**src/hdl/rmq_pkg.sv**
```systemverilog
package rmq_pkg;

  // Field and datapath widths
  localparam int M_W       = 16;  // matrix entry, signed Q1.14
  localparam int Q_W       = 16;  // signed quaternion vector part
  localparam int ROOT_W    = 15;  // root magnitude, also the w field
  localparam int SUM_W     = 18;  // exact diagonal sum
  localparam int RAD_SHIFT = 12;  // radicand is sum * 2^12
  localparam int RAD_W     = 2 * ROOT_W;
  localparam int REM_W     = ROOT_W + 3;
  localparam int Q_ONE     = 16384;

  // Root iterations done in one pipeline stage
  localparam int STEPS_DEFAULT = 3;

  // Lane order inside a stage
  localparam int LANE_X = 0;
  localparam int LANE_Y = 1;
  localparam int LANE_Z = 2;
  localparam int LANE_W = 3;
  localparam int NLANE  = 4;
  localparam int NVEC   = 3;

  typedef struct packed {
    logic signed [M_W-1:0] m_00;
    logic signed [M_W-1:0] m_01;
    logic signed [M_W-1:0] m_02;
    logic signed [M_W-1:0] m_10;
    logic signed [M_W-1:0] m_11;
    logic signed [M_W-1:0] m_12;
    logic signed [M_W-1:0] m_20;
    logic signed [M_W-1:0] m_21;
    logic signed [M_W-1:0] m_22;
  } in_t;

  typedef struct packed {
    logic signed [Q_W-1:0] quat_x;
    logic signed [Q_W-1:0] quat_y;
    logic signed [Q_W-1:0] quat_z;
    logic [ROOT_W-1:0]     quat_w;
  } out_t;

  // One square root in flight: remaining radicand digits, partial remainder, partial root
  typedef struct packed {
    logic [RAD_W-1:0]  rad;
    logic [REM_W-1:0]  rem;
    logic [ROOT_W-1:0] root;
  } lane_t;

  typedef struct packed {
    lane_t [NLANE-1:0] lane;
    logic [NVEC-1:0]   neg;  // vector part takes the negative sign
  } stage_t;

  // One restoring square root iteration: bring down two radicand bits, try root*4+1
  function automatic lane_t root_step(lane_t l);
    lane_t            o;
    logic [REM_W-1:0] acc;
    logic [REM_W-1:0] trial;
    acc   = {l.rem[REM_W-3:0], l.rad[RAD_W-1 -: 2]};
    trial = {{(REM_W-ROOT_W-2){1'b0}}, l.root, 2'b01};
    o.rad = {l.rad[RAD_W-3:0], 2'b00};
    if (acc >= trial) begin
      o.rem  = acc - trial;
      o.root = {l.root[ROOT_W-2:0], 1'b1};
    end else begin
      o.rem  = acc;
      o.root = {l.root[ROOT_W-2:0], 1'b0};
    end
    return o;
  endfunction

endpackage

```
**src/hdl/rmq_prep.sv**
```systemverilog
module rmq_prep (
  input  logic            clk,
  input  logic            rst_n,
  input  logic            in_valid,
  output logic            in_ready,
  input  rmq_pkg::in_t    in_data,
  output logic            out_valid,
  input  logic            out_ready,
  output rmq_pkg::stage_t out_data
);

  logic            v_r;
  rmq_pkg::stage_t data_r;
  rmq_pkg::stage_t data_nxt;

  // Clamp a signed sum at zero and scale it into the radicand
  function automatic logic [rmq_pkg::RAD_W-1:0] to_rad(logic signed [rmq_pkg::SUM_W-1:0] s);
    if (s <= 0) begin
      return '0;
    end
    return {{(rmq_pkg::RAD_W-rmq_pkg::SUM_W+1-rmq_pkg::RAD_SHIFT){1'b0}},
            s[rmq_pkg::SUM_W-2:0], {rmq_pkg::RAD_SHIFT{1'b0}}};
  endfunction

  logic signed [rmq_pkg::SUM_W-1:0] one;
  logic signed [rmq_pkg::SUM_W-1:0] d0;
  logic signed [rmq_pkg::SUM_W-1:0] d1;
  logic signed [rmq_pkg::SUM_W-1:0] d2;
  logic signed [rmq_pkg::M_W:0]     dx;
  logic signed [rmq_pkg::M_W:0]     dy;
  logic signed [rmq_pkg::M_W:0]     dz;

  // Form the four diagonal sums and the three sign differences
  always_comb begin
    one = rmq_pkg::SUM_W'(rmq_pkg::Q_ONE);
    d0  = rmq_pkg::SUM_W'(in_data.m_00);
    d1  = rmq_pkg::SUM_W'(in_data.m_11);
    d2  = rmq_pkg::SUM_W'(in_data.m_22);
    dx  = (rmq_pkg::M_W+1)'(in_data.m_21) - (rmq_pkg::M_W+1)'(in_data.m_12);
    dy  = (rmq_pkg::M_W+1)'(in_data.m_02) - (rmq_pkg::M_W+1)'(in_data.m_20);
    dz  = (rmq_pkg::M_W+1)'(in_data.m_10) - (rmq_pkg::M_W+1)'(in_data.m_01);

    data_nxt = '0;
    data_nxt.lane[rmq_pkg::LANE_W].rad = to_rad(one + d0 + d1 + d2);
    data_nxt.lane[rmq_pkg::LANE_X].rad = to_rad(one + d0 - d1 - d2);
    data_nxt.lane[rmq_pkg::LANE_Y].rad = to_rad(one - d0 + d1 - d2);
    data_nxt.lane[rmq_pkg::LANE_Z].rad = to_rad(one - d0 - d1 + d2);
    data_nxt.neg[rmq_pkg::LANE_X] = dx[rmq_pkg::M_W];
    data_nxt.neg[rmq_pkg::LANE_Y] = dy[rmq_pkg::M_W];
    data_nxt.neg[rmq_pkg::LANE_Z] = dz[rmq_pkg::M_W];
  end

  assign in_ready = !v_r || out_ready;

  // Advance the stage whenever the next one takes the item or this one is empty
  always_ff @(posedge clk) begin
    if (!rst_n) begin
      v_r <= 1'b0;
    end else if (in_ready) begin
      v_r <= in_valid;
    end
  end

  always_ff @(posedge clk) begin
    if (in_ready && in_valid) begin
      data_r <= data_nxt;
    end
  end

  assign out_valid = v_r;
  assign out_data  = data_r;

endmodule

```
**src/hdl/rmq_root_stage.sv**
```systemverilog
module rmq_root_stage #(
  parameter int FIRST_IDX = 0,
  parameter int STEPS     = rmq_pkg::STEPS_DEFAULT
) (
  input  logic            clk,
  input  logic            rst_n,
  input  logic            in_valid,
  output logic            in_ready,
  input  rmq_pkg::stage_t in_data,
  output logic            out_valid,
  input  logic            out_ready,
  output rmq_pkg::stage_t out_data
);

  logic            v_r;
  rmq_pkg::stage_t data_r;
  rmq_pkg::stage_t data_nxt;

  // Run this stage's share of root iterations on all four lanes
  always_comb begin
    data_nxt = in_data;
    for (int l = 0; l < rmq_pkg::NLANE; l++) begin
      for (int j = 0; j < STEPS; j++) begin
        if (FIRST_IDX + j < rmq_pkg::ROOT_W) begin
          data_nxt.lane[l] = rmq_pkg::root_step(data_nxt.lane[l]);
        end
      end
    end
  end

  assign in_ready = !v_r || out_ready;

  always_ff @(posedge clk) begin
    if (!rst_n) begin
      v_r <= 1'b0;
    end else if (in_ready) begin
      v_r <= in_valid;
    end
  end

  always_ff @(posedge clk) begin
    if (in_ready && in_valid) begin
      data_r <= data_nxt;
    end
  end

  assign out_valid = v_r;
  assign out_data  = data_r;

endmodule

```
**src/hdl/rmq_pack.sv**
```systemverilog
module rmq_pack (
  input  logic            clk,
  input  logic            rst_n,
  input  logic            in_valid,
  output logic            in_ready,
  input  rmq_pkg::stage_t in_data,
  output logic            out_valid,
  input  logic            out_ready,
  output rmq_pkg::out_t   out_data
);

  logic          v_r;
  rmq_pkg::out_t data_r;
  rmq_pkg::out_t data_nxt;

  // Apply the sign to a root magnitude
  function automatic logic [rmq_pkg::Q_W-1:0] apply_sign(logic [rmq_pkg::ROOT_W-1:0] mag,
                                                         logic neg);
    logic [rmq_pkg::Q_W-1:0] m;
    m = {{(rmq_pkg::Q_W-rmq_pkg::ROOT_W){1'b0}}, mag};
    return neg ? (~m + 1'b1) : m;
  endfunction

  always_comb begin
    data_nxt.quat_x = apply_sign(in_data.lane[rmq_pkg::LANE_X].root,
                                 in_data.neg[rmq_pkg::LANE_X]);
    data_nxt.quat_y = apply_sign(in_data.lane[rmq_pkg::LANE_Y].root,
                                 in_data.neg[rmq_pkg::LANE_Y]);
    data_nxt.quat_z = apply_sign(in_data.lane[rmq_pkg::LANE_Z].root,
                                 in_data.neg[rmq_pkg::LANE_Z]);
    data_nxt.quat_w = in_data.lane[rmq_pkg::LANE_W].root;
  end

  assign in_ready = !v_r || out_ready;

  // Output register: hold the item until the receiver takes it
  always_ff @(posedge clk) begin
    if (!rst_n) begin
      v_r <= 1'b0;
    end else if (in_ready) begin
      v_r <= in_valid;
    end
  end

  always_ff @(posedge clk) begin
    if (in_ready && in_valid) begin
      data_r <= data_nxt;
    end
  end

  assign out_valid = v_r;
  assign out_data  = data_r;

endmodule

```
**src/hdl/rotation_matrix_to_quaternion.sv**
```systemverilog
// Rotation matrix to unit quaternion, signed Q1.14 fixed point.
// Input channel in_valid / in_ready / in_data carries one 3x3 matrix per item;
// the output channel out_valid / out_ready / out_data carries the quaternion
// (x, y, z, w) for it, one result item for every input item, in order.
// Each magnitude is the truncated half square root of a clamped diagonal sum;
// x, y, z take the sign of their off-diagonal difference, zero giving positive.
// Throughput: one item per cycle while out_ready is high. Items pass through
// the prep register, the root stages and the pack register in turn. The 15
// restoring root iterations are spread over the root stages, at most STEPS per
// stage (three by default), and run on four lanes side by side.
// Every stage is an elastic register with its own valid bit. When the receiver
// stalls, the pipeline fills up and in_ready drops only once every stage holds
// an item; nothing is dropped or repeated. With out_ready high, in_ready is high.
// Synchronous reset (rst_n low) empties the pipeline; items in flight are lost.
module rotation_matrix_to_quaternion #(
  parameter int STEPS = rmq_pkg::STEPS_DEFAULT
) (
  input  logic          clk,
  input  logic          rst_n,
  input  logic          in_valid,
  output logic          in_ready,
  input  rmq_pkg::in_t  in_data,
  output logic          out_valid,
  input  logic          out_ready,
  output rmq_pkg::out_t out_data
);

  localparam int NSTG = (rmq_pkg::ROOT_W + STEPS - 1) / STEPS;

  logic            st_valid [NSTG+1];
  logic            st_ready [NSTG+1];
  rmq_pkg::stage_t st_data  [NSTG+1];

  // Diagonal sums, clamp and sign differences
  rmq_prep u_prep (
    .clk       (clk),
    .rst_n     (rst_n),
    .in_valid  (in_valid),
    .in_ready  (in_ready),
    .in_data   (in_data),
    .out_valid (st_valid[0]),
    .out_ready (st_ready[0]),
    .out_data  (st_data[0])
  );

  // Square root stages
  for (genvar k = 1; k <= NSTG; k++) begin : g_root
    rmq_root_stage #(
      .FIRST_IDX ((k - 1) * STEPS),
      .STEPS     (STEPS)
    ) u_stage (
      .clk       (clk),
      .rst_n     (rst_n),
      .in_valid  (st_valid[k-1]),
      .in_ready  (st_ready[k-1]),
      .in_data   (st_data[k-1]),
      .out_valid (st_valid[k]),
      .out_ready (st_ready[k]),
      .out_data  (st_data[k])
    );
  end

  // Sign application and output register
  rmq_pack u_pack (
    .clk       (clk),
    .rst_n     (rst_n),
    .in_valid  (st_valid[NSTG]),
    .in_ready  (st_ready[NSTG]),
    .in_data   (st_data[NSTG]),
    .out_valid (out_valid),
    .out_ready (out_ready),
    .out_data  (out_data)
  );

endmodule

```
**config.mk**
```make
export PLATFORM = sky130hd
export DESIGN_NAME = rotation_matrix_to_quaternion
export DESIGN_NICKNAME = d
export VERILOG_FILES = /design/src/hdl/rmq_pkg.sv /design/src/hdl/rmq_prep.sv /design/src/hdl/rmq_root_stage.sv /design/src/hdl/rmq_pack.sv /design/src/hdl/rotation_matrix_to_quaternion.sv
export SDC_FILE = /design/constraint.sdc
export NUM_CORES = 2
export LEC_CHECK = 0
export ABC_AREA = 1
export BUFFER_PORTS_ARGS = -buffer_cell sky130_fd_sc_hd__buf_2
export CAP_MARGIN = 5
export CORE_ASPECT_RATIO = 0.7
export CORE_MARGIN = 1.5
export CORE_UTILIZATION = 40
export DETAILED_ROUTE_END_ITERATION = 8
export HOLD_SLACK_MARGIN = 0.05
export PLACE_DENSITY = 0.62
export SLEW_MARGIN = 40
export SYNTH_ARGS = -nofsm -noshare
export SYNTH_HDL_FRONTEND = slang
export SYNTH_SLANG_ARGS = --single-unit
```
**constraint.sdc**
```tcl
create_clock -name clk -period 9.7 [get_ports clk]
set_input_delay 1.94 -clock clk [delete_from_list [all_inputs] [get_ports clk]]
set_output_delay 1.94 -clock clk [all_outputs]
set_load 0.1 [all_outputs]
```
Yosys cells after proc, flatten, opt, wreduce, memory -nomap -nowiden
Cells that the tools add are included.
- output and inout bits: 65
- word-level logic and storage cells: 307
- register bits after elaboration: 784
- input port bits: 148
- $add $sub $neg: 72
- multiplexer cells: 75
- order comparisons: 64
- bitwise operators: 3
- reductions and logical operators: 21
- operators with widths (kind ; number):
    two-way mux 31 bit ; 56
    >= comparator 18 x 17 -> 1 bit ; 56
    subtractor 16 bit ; 52
    two-way mux 29 bit ; 8
    <= comparator 18 x 1 -> 1 bit (second input constant) ; 4
    subtractor 16 x 16 -> 17 bit ; 3
    adder 16 x 1 -> 16 bit (second input constant) ; 3
    NOT 15 -> 16 bit ; 3
    two-way mux 15 bit ; 3
    adder 17 x 16 -> 18 bit ; 2
    adder 18 x 16 -> 18 bit ; 2
    subtractor 17 x 16 -> 18 bit ; 2
    subtractor 18 x 16 -> 18 bit ; 2
    adder 16 x 16 -> 17 bit (first input constant) ; 1
    subtractor 16 x 16 -> 17 bit (first input constant) ; 1
    two-way mux 1 bit ; 8
    subtractor 1 x 1 -> 2 bit (second input constant) ; 4
    logical AND 1 bit ; 7
    zero test 1 bit ; 7
    logical OR 1 bit ; 7
    >= comparator 1 bit (second input constant) ; 4

Depth between registers and ports, before layout
- depth after elaboration: 9
- gate-level depth with buffers: 45
- depth with buffers taken out: 42

Hierarchy
A second synthesis with hierarchy kept.
- cells, all modules: 14725
- area, all modules: 114685.0 µm²
- modules (own cells, without submodules) (module ; area an instance (µm²) ; seq. area each (µm²) ; instances ; cells each):
    rmq_root_stage at g_root[3].u_stage ... ; 20079.3 ; 6956.7 ; 2 ; 2567
    rmq_root_stage at g_root[5].u_stage ; 20183.1 ; 6956.7 ; 1 ; 2574
    rmq_root_stage at g_root[2].u_stage ; 19924.1 ; 6956.7 ; 1 ; 2590
    rmq_root_stage at g_root[1].u_stage ; 19920.4 ; 6956.7 ; 1 ; 2566
    rmq_prep ; 11340.9 ; 2152.1 ; 1 ; 1544
    rmq_pack ; 3158.0 ; 1911.8 ; 1 ; 317

Worst setup path before layout
OpenSTA, ideal clock, no wires.
- kind: input to register
- start: in out_ready
- end: reg g_root[2].u_stage.data_r, in the netlist g_root[2].u_stage.out_data[0] (enable)
- setup time: 592 ps
- stages: 10
- setup slack: 1888 ps
- arrival: 7220 ps
- cell sequence: nor2_1 inv_1 nor2_1 inv_1 nor2_1 inv_1 nor2_1 inv_1 nor2_1 nor2_1
- longest elaborated chain between the ends: 6
- RTL lines (what ; RTL line ; source):
    start: declaration ; rotation_matrix_to_quaternion.sv:24 ; input logic out_ready,
    logical OR 1 bit ; rmq_pack.sv:34 ; assign in_ready = !v_r || out_ready;
    logical OR 1 bit (4 in series) ; rmq_root_stage.sv:31 ; assign in_ready = !v_r || out_ready;
    logical AND 1 bit ; rmq_root_stage.sv:42 ; if (in_ready && in_valid) begin
    end signal: assignment ; rmq_root_stage.sv:43 ; data_r <= data_nxt;
    end: declaration ; rmq_root_stage.sv:16 ; rmq_pkg::stage_t data_r;
Every way passes these cells.
A chain may end at the register's enable or synchronous reset.

==> results.py <==
metrics = {
    "worst_setup_path": {
        "slowest_delay_ns": 0.42,
        "arrival_ns": 8.30,
        "regToRegSetupSlack_ns": 1.88,
        "cpMaxStageDelayCell": "edfxtp_1",
        "rr_endpoint": "g_root[4].u_stage.out_data[84]",
        "critical_path.startpoint": "g_root[3].u_stage.out_data[66]",
        "startpoint_type": "flop",
        "cp_common_cell": "nand2_1",
        "setup.worst_path.end_class": "flop",
        "crit_fanout": 16,
        "rr_startpoint": "g_root[3].u_stage.out_data[66]",
        "criticalPathCategory": "flop to flop",
        "reg2regPathDepth": 39,
        "required_ns": 10.18,
    },
    "placed_design": {
        "dp_hpwl_um": 139600,
        "gp_congestion": 0.9711,
        "dpl-instance-area_um2": 65330,
        "placed_cells": 10520,
        "place_ws_ns": 2.038,
        "io_buffers": 212,
    },
    "timing": {
        "tns_ns": 0,
        "max_freq_mhz": 127.8,
        "finalSetupViolations": 0,
        "rsz0062_at_grt": "false",
        "tightest_slew_ns": 0.8821,
        "fin_crit_sh": 0.8066,
        "finalWorstSetupSlack_ns": 1.876,
        "timing.hold.ws_ns": 0.4130,
        "hold_violations": 0,
        "clock_skew_ns": 0.01972,
        "slew_headroom": 0.4069,
        "period_minus_slack_ns": 7.824,
        "slew_viol_final": 0,
    },
    "route": {
        "wirelength_um": 170400,
        "antenna_left": 0,
        "drc": 0,
        "via_per_inst": 5.145,
        "first_iter_violations": 4603,
        "routed-via-count": 54910,
        "wl_per_cell_um": 15.97,
        "drt_first_pass_iters": 6,
    },
    "logic_synthesis": {
        "synth-seq-area-share": 0.3183,
        "syn_area_um2": 62040,
        "synth-edff-count": 653,
        "syn_inst": 8309,
        "avgSynthCellArea_um2": 7.466,
        "yosys_warnings": 0,
        "ys_types": 70,
        "syn_nets": 9137,
        "ys_ff_latch": 660,
        "ys_async_sr_fraction": 0,
        "synth_ff_type": "edfxtp_1",
    },
    "hold_path": {
        "hold_class": "flop to flop",
        "min_from": "u_prep.out_data[247]",
        "hold_depth": 0,
        "worstHoldEndpoint": "g_root[1].u_stage.out_data[253]",
    },
    "global_routing": {
        "grt_remaining_overflow": 0,
        "grt_max_degree": 83,
        "grtUsageMet2": 0.3005,
        "grt_pass1_vias": 50680,
        "grt_pass1_wl_um": 272400,
        "grt-busiest-layer": "met1",
        "antenna_found_initial": 30,
        "grtUsageMet3": 0.04136,
        "grt_util_met1": 0.3324,
        "track_usage": 0.2123,
    },
    "clocking": {
        "post_cts_resized": 0,
        "clkLatencyLatePin_ns": 0.72,
        "cts_tree": "yes",
        "cts_post_setup_buffers_inserted": 0,
        "clk_path_buf_depth": 3,
        "path_clk_slew_ns": 0.06,
        "cts_hold_buf": 0,
        "h-tree-depth": 3,
        "cts_made_buffers": 76,
        "clock-sinks": 660,
        "root_buffer": "clkbuf_16",
    },
    "floorplanning": {
        "start_util": 0.4043,
        "core-area_um2": 153400,
        "chipHeight_um": 332.5,
        "fp-row-count": 120,
        "io_pins": 213,
        "die_area_um2": 157500,
        "fp.dieW_um": 473.7,
    },
    "finish": {
        "postLayoutCoreUtil": 0.4429,
        "design_area_um2": 67960,
        "layout-drive-gt1-share": 0.07021,
        "layout.nets": 9356,
        "final_cell_count_no_fill": 10670,
        "mostFrequentLayoutCells": "nand2_1 (2119), inv_1 (1226), nor2_1 (725), edfxtp_1 (653), ha_1 (599)",
        "final_common_cell": "nand2_1",
        "areaGrowthSynthToFinish_pct": 9.546,
    },
    "power_and_ir_drop": {
        "fin_total_pwr_mw": 13.22,
        "power_density_nw_per_um2": 194.5,
        "ir_drop_mv": 0.1640,
        "p_leak_nw": 31.59,
    },
    "flow_run": {
        "drv_cap": 0,
    },
    "outcome": {
        "outcome": "completed",
    },
}
-- registers in the layout (all words and copies together), names as in the netlist --
signal / count
g_root.u_stage.out_valid: 5
g_root.u_stage.out_data: 519
u_prep.out_valid: 1
u_pack.out_data: 63
u_prep.out_data: 71
u_pack.out_valid: 1
-- where the power goes --
part	internal [mW]	switching, mW
sequential	3.72	0.231
clock	1.69	1.32
combinational	2.04	4.22
total	7.44	5.78
-- worst max path at each step --
| stage | endpoint | slack, ns | cells after the start |
|---|---|---|---|
| 2_1_floorplan | g_root[2].u_stage.out_data[0] | 1.89 | 10 |
| 3_3_place_gp | u_prep.out_data[111] | 2.18 | 23 |
| 3_5_place_dp | g_root[4].u_stage.out_data[84] | 2.04 | 39 |
| 4_1_cts | g_root[4].u_stage.out_data[84] | 1.98 | 39 |
| 5_1_grt | g_root[4].u_stage.out_data[210] | 1.0 | 41 |
| 6_report | g_root[4].u_stage.out_data[84] | 1.88 | 39 |
-- layer usage --
| metal | part of all wire | vias to the layer above |
|---|---|---|
| li1 | - | 28040 |
| met1 | 0.52 | 25260 |
| met2 | 0.40 | 1394 |
| met3 | 0.068 | 192 |
| met4 | 0.014 | 34 |
| met5 | 0.0012 | - |
-- critical path, delay by kind of cell (launching register included) --
family	cells	cell delay [ns]
compound gates	16	2.77
flops	1	0.42
fa+ha+maj	4	1.19
buf+inv	6	1.27
simple gates	13	1.90
-- kinds of logic (layout without fill, tap and decap cells) --
kind of cell / Yosys count / count (layout) / share of synthesized area
xor gates and xnor gates: 440 / 440 / 0.06212
other: 0 / 11 / 0
buffers and inverters: 1346 / 1626 / 0.08457
AOI/OAI and AO/OA: 1181 / 1181 / 0.1060
and+or+nand+nor: 4002 / 4002 / 0.2820
DFF: 660 / 660 / 0.3183
adders and majority gates: 680 / 680 / 0.1470
-- cells in the mapped netlist (15+ instances only) --
library cell / instances / area [um^2]
a21oi_1: 478 / 2392
nand2_2: 58 / 362.9
nor2_4: 21 / 236.5
a21o_1: 22 / 165.2
nand4_1: 137 / 857.1
nor4_1: 15 / 93.84
nand2_1: 2119 / 7954
o21a_1: 24 / 180.2
clkbuf_1: 37 / 138.9
or2_2: 21 / 131.4
inv_1: 1230 / 4617
o21bai_1: 36 / 270.3
nor2_2: 31 / 193.9
nand3b_1: 54 / 405.4
o21ai_1: 15 / 75.07
buf_6: 15 / 168.9
o31ai_1: 17 / 127.6
nor3_1: 136 / 680.7
a31oi_1: 25 / 156.4
ha_1: 599 / 7495
xor2_1: 291 / 2549
fa_1: 81 / 1622
edfxtp_1: 653 / 19610
nor2_1: 729 / 2736
nand3_1: 594 / 2973
o2111ai_1: 19 / 166.4
o211ai_1: 34 / 255.2
o21ai_0: 447 / 2237
inv_2: 27 / 101.4
nand3_2: 37 / 370.4
xnor2_1: 149 / 1305
-- layout make-up --
cell class,count,area [um^2]
timing repair buffer,225,1186
tap,2074,2595
clock buffer,83,1928
fill,15420,85490
sequential,660,19750
antenna,11,27.53
inverter,1262,4750
clock inverter,56,636.9
multi-input combinational,6303,37090
(Power assumes the default switching activity.)
